**src/hw/rtl/ecal_pkg.sv**
```systemverilog
// Shared types, constants and calendar helper functions for the epoch-to-calendar converter.
package ecal_pkg;

  // Width of the shared subtract/compare datapath.
  localparam int unsigned AluW = 32;

  // Fixed calendar constants.
  localparam logic [AluW-1:0] SecsPerDay  = 32'd86400;
  localparam logic [AluW-1:0] SecsPerMin  = 32'd60;
  localparam logic [AluW-1:0] DaysPerWeek = 32'd7;
  localparam logic [AluW-1:0] DaysCommon  = 32'd365;
  localparam logic [AluW-1:0] DaysLeap    = 32'd366;
  localparam logic [10:0]     FirstYear   = 11'd1970;
  // 1970-01-01 was a Thursday.
  localparam logic [15:0]     EpochWeekday = 16'd4;

  // Register map.
  localparam logic REG_ZONE = 1'b0;

  // Result of one pass through the shared unit.
  typedef struct packed {
    logic            ge;
    logic [AluW-1:0] diff;
  } alu_res_t;

  // One converted request.
  typedef struct packed {
    logic [5:0]  second;
    logic [5:0]  minute;
    logic [4:0]  hour;
    logic [2:0]  weekday;
    logic [4:0]  month_day;
    logic [3:0]  month;
    logic [10:0] year;
  } ecal_res_t;

  // Sequencer status seen by the top level.
  typedef struct packed {
    logic idle;
    logic done;
  } seq_stat_t;

  // Gregorian leap test. Local time never leaves 1970..2038, where the only
  // century year is 2000, a leap year; the nearest common century year that
  // an 11-bit year can hold is 1900.
  function automatic logic is_leap(input logic [10:0] y);
    logic four;
    logic century_common;
    begin
      four           = (y[1:0] == 2'b00);
      century_common = (y == 11'd1900);
      return four && !century_common;
    end
  endfunction

  // Days in the year before the first day of month index m (0 = January).
  function automatic logic [AluW-1:0] cum_days(input logic leap, input logic [3:0] m);
    logic [8:0] base;
    begin
      case (m)
        4'd0:    base = 9'd0;
        4'd1:    base = 9'd31;
        4'd2:    base = 9'd59;
        4'd3:    base = 9'd90;
        4'd4:    base = 9'd120;
        4'd5:    base = 9'd151;
        4'd6:    base = 9'd181;
        4'd7:    base = 9'd212;
        4'd8:    base = 9'd243;
        4'd9:    base = 9'd273;
        4'd10:   base = 9'd304;
        4'd11:   base = 9'd334;
        default: base = 9'd334;
      endcase
      // Months after February gain a day in a leap year.
      if (leap && (m >= 4'd2)) begin
        base = base + 9'd1;
      end
      return AluW'(base);
    end
  endfunction

endpackage

```
**src/hw/rtl/ecal_alu.sv**
```systemverilog
// Shared subtract-and-compare unit used for every division step and table search.
module ecal_alu
  import ecal_pkg::*;
(
  input  logic [AluW-1:0] a,
  input  logic [AluW-1:0] b,
  output alu_res_t        res
);

  logic [AluW:0] wide;

  // One wide subtraction; the borrow tells whether a >= b.
  assign wide     = {1'b0, a} - {1'b0, b};
  assign res.ge   = ~wide[AluW];
  assign res.diff = wide[AluW-1:0];

endmodule

```
**src/hw/rtl/ecal_seq.sv**
```systemverilog
// Sequencer that drives the shared unit through the divisions, year walk and month search.
module ecal_seq
  import ecal_pkg::*;
(
  input  logic            clk,
  input  logic            rst,
  input  logic            start,
  input  logic [AluW-1:0] local_secs,
  input  logic            take,
  output seq_stat_t       stat,
  output ecal_res_t       res
);

  localparam logic [2:0] S_IDLE  = 3'd0;
  localparam logic [2:0] S_DAY   = 3'd1;
  localparam logic [2:0] S_MIN   = 3'd2;
  localparam logic [2:0] S_HOUR  = 3'd3;
  localparam logic [2:0] S_WEEK  = 3'd4;
  localparam logic [2:0] S_YEAR  = 3'd5;
  localparam logic [2:0] S_MONTH = 3'd6;
  localparam logic [2:0] S_DONE  = 3'd7;

  logic [2:0]      state;
  logic [3:0]      cnt;
  logic [AluW-1:0] acc;
  logic [15:0]     quo;
  logic [15:0]     days;
  logic [10:0]     year;
  logic [3:0]      mon_idx;
  logic [5:0]      sec_w;
  logic [5:0]      min_w;
  logic [4:0]      hour_w;
  logic [2:0]      wday_w;
  logic [4:0]      mday_w;
  logic [3:0]      mon_w;

  logic [AluW-1:0] op_b;
  alu_res_t        alu;
  logic [AluW-1:0] acc_step;
  logic [15:0]     quo_next;
  logic            leap;

  assign leap = is_leap(year);

  // Divisor or table operand for the current step.
  always_comb begin
    unique case (state)
      S_DAY:   op_b = SecsPerDay << cnt;
      S_MIN:   op_b = SecsPerMin << cnt;
      S_HOUR:  op_b = SecsPerMin << cnt;
      S_WEEK:  op_b = DaysPerWeek << cnt;
      S_YEAR:  op_b = leap ? DaysLeap : DaysCommon;
      S_MONTH: op_b = cum_days(leap, mon_idx);
      default: op_b = '0;
    endcase
  end

  ecal_alu u_alu (
    .a   (acc),
    .b   (op_b),
    .res (alu)
  );

  // Restoring division step: keep the difference when it did not borrow.
  assign acc_step = alu.ge ? alu.diff : acc;
  assign quo_next = {quo[14:0], alu.ge};

  // Control state.
  always_ff @(posedge clk) begin
    if (rst) begin
      state <= S_IDLE;
    end else begin
      unique case (state)
        S_IDLE:  if (start) state <= S_DAY;
        S_DAY:   if (cnt == 4'd0) state <= S_MIN;
        S_MIN:   if (cnt == 4'd0) state <= S_HOUR;
        S_HOUR:  if (cnt == 4'd0) state <= S_WEEK;
        S_WEEK:  if (cnt == 4'd0) state <= S_YEAR;
        S_YEAR:  if (!alu.ge) state <= S_MONTH;
        S_MONTH: if (alu.ge) state <= S_DONE;
        S_DONE:  if (take) state <= S_IDLE;
        default: state <= S_IDLE;
      endcase
    end
  end

  // Working registers.
  always_ff @(posedge clk) begin
    unique case (state)
      S_IDLE: begin
        acc <= local_secs;
        cnt <= 4'd15;
      end
      S_DAY: begin
        acc <= acc_step;
        quo <= quo_next;
        cnt <= cnt - 4'd1;
        // Day count done; the remainder is seconds of the day.
        if (cnt == 4'd0) begin
          days <= quo_next;
          cnt  <= 4'd10;
        end
      end
      S_MIN: begin
        acc <= acc_step;
        quo <= quo_next;
        cnt <= cnt - 4'd1;
        // Seconds fall out; continue with total minutes of the day.
        if (cnt == 4'd0) begin
          sec_w <= acc_step[5:0];
          acc   <= AluW'(quo_next[10:0]);
          cnt   <= 4'd4;
        end
      end
      S_HOUR: begin
        acc <= acc_step;
        quo <= quo_next;
        cnt <= cnt - 4'd1;
        // Minutes and hours fall out; set up the weekday remainder.
        if (cnt == 4'd0) begin
          min_w  <= acc_step[5:0];
          hour_w <= quo_next[4:0];
          acc    <= AluW'(days + EpochWeekday);
          cnt    <= 4'd13;
        end
      end
      S_WEEK: begin
        acc <= acc_step;
        quo <= quo_next;
        cnt <= cnt - 4'd1;
        // Weekday is the remainder by seven; start the year walk.
        if (cnt == 4'd0) begin
          wday_w <= acc_step[2:0];
          acc    <= AluW'(days);
          year   <= FirstYear;
        end
      end
      S_YEAR: begin
        // Take off whole years while they fit.
        if (alu.ge) begin
          acc  <= alu.diff;
          year <= year + 11'd1;
        end else begin
          mon_idx <= 4'd11;
        end
      end
      S_MONTH: begin
        // Search down for the last month that starts on or before this day.
        if (alu.ge) begin
          mday_w <= alu.diff[4:0] + 5'd1;
          mon_w  <= mon_idx + 4'd1;
        end else begin
          mon_idx <= mon_idx - 4'd1;
        end
      end
      S_DONE: begin
        acc <= acc;
      end
      default: begin
        acc <= acc;
      end
    endcase
  end

  assign stat.idle = (state == S_IDLE);
  assign stat.done = (state == S_DONE);

  assign res.second    = sec_w;
  assign res.minute    = min_w;
  assign res.hour      = hour_w;
  assign res.weekday   = wday_w;
  assign res.month_day = mday_w;
  assign res.month     = mon_w;
  assign res.year      = year;

endmodule

```
**src/hw/rtl/epoch_seconds_to_calendar.sv**
```systemverilog
// Top level: converts seconds since 1970 UTC into local calendar date and time.
//
//   Channel   Signals                            Direction  Contents
//   input     in_valid / in_stall                in         epoch_seconds
//   output    out_valid / out_stall              out        second .. year
//   config    psel penable pwrite paddr pwdata   in/out     zone_minutes_west
//
// Each request runs through the restoring divisions, a walk over Y (0..68) whole years
// from 1970 and M (1..12) month table compares, all done by the single shared
// subtract/compare unit in ecal_seq, which handles one step per cycle.
// Reset is synchronous and clears the zone register to zero and the control state.
// A new request is taken only while the sequencer is idle; a finished result waits in
// the output register under out_stall while the next request is already being worked.
module epoch_seconds_to_calendar
  import ecal_pkg::*;
(
  input  logic        clk,
  input  logic        rst,
  // Request channel.
  input  logic        in_valid,
  output logic        in_stall,
  input  logic [30:0] epoch_seconds,
  // Result channel.
  output logic        out_valid,
  input  logic        out_stall,
  output logic [5:0]  second,
  output logic [5:0]  minute,
  output logic [4:0]  hour,
  output logic [2:0]  weekday,
  output logic [4:0]  month_day,
  output logic [3:0]  month,
  output logic [10:0] year,
  // Configuration port.
  input  logic        psel,
  input  logic        penable,
  input  logic        pwrite,
  input  logic [2:0]  paddr,
  input  logic [31:0] pwdata,
  output logic [31:0] prdata,
  output logic        pready
);

  logic signed [11:0] zone;
  logic signed [17:0] zone_prod;
  logic signed [33:0] local_s;
  logic [AluW-1:0]    local_u;
  logic               in_acc;
  logic               load;
  seq_stat_t          stat;
  ecal_res_t          res;

  // Configuration register, written on the access phase.
  assign pready = 1'b1;

  always_ff @(posedge clk) begin
    if (rst) begin
      zone <= '0;
    end else if (psel && penable && pwrite && (paddr[2] == REG_ZONE)) begin
      zone <= pwdata[11:0];
    end
  end

  assign prdata = (paddr[2] == REG_ZONE) ? 32'(zone) : 32'd0;

  // Shift into local time and clamp anything before the epoch to zero.
  assign zone_prod = 18'(zone) * 18'sd60;
  assign local_s   = $signed({3'b000, epoch_seconds}) - 34'(zone_prod);
  assign local_u   = local_s[33] ? '0 : local_s[31:0];

  assign in_stall = ~stat.idle;
  assign in_acc   = in_valid && stat.idle;

  // The result moves to the output register once that register is free.
  assign load = stat.done && (!out_valid || !out_stall);

  ecal_seq u_seq (
    .clk        (clk),
    .rst        (rst),
    .start      (in_acc),
    .local_secs (local_u),
    .take       (load),
    .stat       (stat),
    .res        (res)
  );

  // Output valid flag.
  always_ff @(posedge clk) begin
    if (rst) begin
      out_valid <= 1'b0;
    end else if (load) begin
      out_valid <= 1'b1;
    end else if (!out_stall) begin
      out_valid <= 1'b0;
    end
  end

  // Output payload register.
  always_ff @(posedge clk) begin
    if (load) begin
      second    <= res.second;
      minute    <= res.minute;
      hour      <= res.hour;
      weekday   <= res.weekday;
      month_day <= res.month_day;
      month     <= res.month;
      year      <= res.year;
    end
  end

endmodule

```
**config.mk**
```make
export PLATFORM = sky130hd
export DESIGN_NAME = epoch_seconds_to_calendar
export DESIGN_NICKNAME = d
export VERILOG_FILES = /design/src/hw/rtl/ecal_pkg.sv /design/src/hw/rtl/ecal_alu.sv /design/src/hw/rtl/ecal_seq.sv /design/src/hw/rtl/epoch_seconds_to_calendar.sv
export SDC_FILE = /design/constraint.sdc
export NUM_CORES = 1
export LEC_CHECK = 0
export ABC_AREA = 1
export BUFFER_PORTS_ARGS = -buffer_cell sky130_fd_sc_hd__buf_2
export CAP_MARGIN = 20
export CORE_AREA = 2 2 158 160
export CTS_BUF_LIST = sky130_fd_sc_hd__clkbuf_4 sky130_fd_sc_hd__clkbuf_8
export DETAILED_ROUTE_END_ITERATION = 10
export DIE_AREA = 0 0 160 162
export GPL_ROUTABILITY_DRIVEN = 0
export PLACE_DENSITY = 0.8
export SLEW_MARGIN = 20
export SYNTH_ARGS = -nofsm -noshare
export SYNTH_HDL_FRONTEND = slang
export SYNTH_SLANG_ARGS = --single-unit
```
**constraint.sdc**
```tcl
create_clock -name clk -period 10.8 [get_ports clk]
set_clock_uncertainty 0.2 [all_clocks]
set_input_delay 1.62 -clock clk [delete_from_list [all_inputs] [get_ports clk]]
set_output_delay 1.62 -clock clk [all_outputs]
set_load 0.05 [all_outputs]
```
==> impl_metrics.csv <==
group,metric,value,unit
floorplanning,io_pins,148,
power_and_ir_drop,power.density,265,nW/um^2
setup_path,crit_path_frequent_cell,"nand2_1",
clocking,cts_tree,"built",
setup_path,crit_path_start,"zone[5]$_SDFFE_PP0P_",
floorplanning,fp.coreArea,24100,um^2
grt,track_usage,27.3,%
detailed_routing,drt-pass1-iter-count,9,
clocking,clock_latency,0.50,ns
detailed_routing,routedWlPerCell,15.3,um
grt,grt_max_degree,63,
clocking,cts.sink_count,176,
final_layout,fin_nets,2160,
logic_synthesis,synth_seq_cells,176,
worst_hold_path,min_from,"u_seq.hour_w[1]$_DFFE_PP_",
logic_synthesis,synth.most_common_cell,"nand2_1",
timing,slew_violations,0,
run,drv_cap,0,
setup_path,critPathLaunchType,"register",
final_layout,areaGrowthSynthToFinish,8.22,%
worst_hold_path,min_path_type,"reg -> reg",
setup_path,reg2regPathDepth,25,
timing,tightest_slew,0.837,ns
setup_path,max_stage_delay,0.60,ns
logic_synthesis,post_synth.cell_area_avg,7.63,um^2
logic_synthesis,ys.flop_type,"edfxtp_1",
logic_synthesis,ys_types,61,
clocking,cts_htree_levels,4,
logic_synthesis,synth_edf_count,151,
detailed_routing,routed_wl,35.2,mm
run_status,status,"finished clean",
logic_synthesis,yosysTopAreaCell,"edfxtp_1",
clocking,cts_root_buffer,"clkbuf_8",
setup_path,r2r_end,"u_seq.acc[3]$_DFFE_PP_",
timing,final.period_utilization,55.9,%
grt,grt_pass1_wl,57.5,mm
floorplanning,die_x,160,um
setup_path,worst_path_max_delay_cell,"ha_1",
setup_path,reg2reg_from,"zone[5]$_SDFFE_PP0P_",
logic_synthesis,synth_area,14300,um^2
timing,max-slew-margin-rel,44.1,%
setup_path,required,10.86,ns
detailed_routing,vias,13000,
logic_synthesis,yosysTopAreaCellShare,31.8,%
power_and_ir_drop,p_leak,7.12,nW
logic_synthesis,synthTopCellsByArea,"edfxtp_1 32%, nand2_1 12%, ha_1 8.9%",
timing,setup_tns,0,ns
floorplanning,rows,57,
logic_synthesis,ys_top_cells_by_count,"446 x nand2_1, 245 x inv_1, 156 x nor2_1",
timing,fmax,0.166,GHz
clocking,clockBufferDepth,2,
timing,fin_crit,6.04,ns
logic_synthesis,mappedNetlistNets,2066,
timing,rsz0062_at_grt,"no",
floorplanning,die_y,162,um
detailed_routing,via_per_inst,5.66,
setup_path,rrSetupSlack,4.76,ns
grt,overflow,0,
setup_path,cp.arrival,6.11,ns
grt,antenna_found_initial,1,
grt,grt_pass1_vias,12000,
placed_design,port_buffers,124,
setup_path,crit_cells,25,
power_and_ir_drop,total_power,0.00410,W
clocking,clk_pin_slew_worst_paths,0.12,ns
clocking,cts_setup_buffers,0,
worst_hold_path,hold_end,"hour[1]$_DFFE_PP_",
detailed_routing,drtIter0Drc,1302,
clocking,cts_resized,0,
logic_synthesis,yosysSeqAreaShare,35.3,%
logic_synthesis,synthCells,1870,
floorplanning,dieArea,25900,um^2
setup_path,crit_fanout,31,
floorplanning,start_util,59.2,%
logic_synthesis,synthArstFlopShare,0,%
logic_synthesis,yosysWarnings,0,
setup_path,cp-end-kind,"register",
timing,final-hold-violation-count,0,
final_layout,drive_gt1_share,10.8,%
placed_design,hpwl,27.4,mm
detailed_routing,post-route-drc-count,0,
setup_path,path_buf_inv,4,
power_and_ir_drop,ir_drop,0.000162,V
final_layout,n_fill_cell,2104,
worst_hold_path,holdPathStages,0,
detailed_routing,drtAntennaViolNets,0,
setup_path,crit_family,"adder cells",
setup_path,crit_type,"reg -> reg",
clocking,cts_made_buffers,17,
timing,setup_viol_count_final,0,
clocking,hold_buffers,0,
logic make-up after synthesis:
| family | Yosys count | share of synthesized area (%) |
|---|---|---|
| fa+ha+maj | 123 | 11.9 |
| xor+xnor | 66 | 4.05 |
| compound gates | 363 | 14.3 |
| other cells | 1 | 0.0263 |
| simple gates | 827 | 25.1 |
| buf+inv | 314 | 9.33 |
| flops | 176 | 35.3 |
power breakdown:
group          internal, W  switching (W)  total [W]
Sequential        0.000957       0.000101    0.00106
Clock             0.000189       0.000314   0.000503
Combinational     0.000824        0.00172    0.00254
cells in the final DEF, fill, tap and decap left out, types with 5 or more instances in the layout:
cell,n
a21o_1,13
a21oi_1,132
a22oi_1,5
a31oi_1,9
buf_2,124
clkbuf_8,17
clkinv_8,5
dfxtp_1,25
edfxtp_1,151
fa_1,21
ha_1,102
inv_1,245
inv_2,9
nand2_1,446
nand2_2,10
nand3_1,117
nand3b_1,22
nand4_1,22
nor2_1,156
nor2_2,5
nor3_1,21
o211ai_1,10
o21a_1,5
o21ai_0,136
o21ai_1,7
o21ai_2,7
o21bai_1,16
o22ai_1,7
or2_2,7
xnor2_1,36
xor2_1,30
area by class of cell:
class	count	area (um^2)	area share (%)
clock inverters	15	215	1.39
repair buffers	128	651	4.21
diodes	1	2.50	0.0162
inverters	261	986	6.38
flip-flops and latches	176	5030	32.6
well taps	324	405	2.62
clock buffers	17	234	1.51
multi-input cells	1380	7920	51.3
per-layer routing:
metal	vias to the layer above	part of all wire (%)	GRT usage (%)
met2	581	49	48.5
met5	-	0	0
met3	79	7.0	3.19
met1	5925	42	34.9
li1	6447	-	-
met4	0	2.6	8.72
registers in the layout (all words and copies together), names as in the netlist, 5 cells and up, named ones only:
signal and cells:
u_seq.acc 32, year 11, hour 5, u_seq.sec_w 6
u_seq.mday_w 5, minute 6, month_day 5, zone 12
second 6, u_seq.quo 15, u_seq.days 16, u_seq.min_w 6
u_seq.hour_w 5, u_seq.year 11
metrics by stage:
stage               util (%)  std cells  setup WS, ns  cell area (um^2)  hold slack (ns)
floorplan                  -       1870          5.71             14300            0.200
global placement        62.2       2269          4.92             15000            0.202
detailed placement      62.2       2269          4.76             15000            0.206
CTS                     64.1       2301          4.76             15400            0.225
global route            64.1       2301          4.25             15400            0.232
finish                  64.1       2302          4.76             15400            0.215
how the worst max path moves through the flow:
stage                                    endpoint  slack (ns)
after floorplan                        prdata[12]        5.71
after global placement    u_seq.acc[28]$_DFFE_PP_        4.92
after detailed placement   u_seq.acc[3]$_DFFE_PP_        4.76
after CTS                  u_seq.acc[3]$_DFFE_PP_        4.76
after global routing       u_seq.acc[3]$_DFFE_PP_        4.25
final                      u_seq.acc[3]$_DFFE_PP_        4.76
Power figures use the tool's default switching activity.
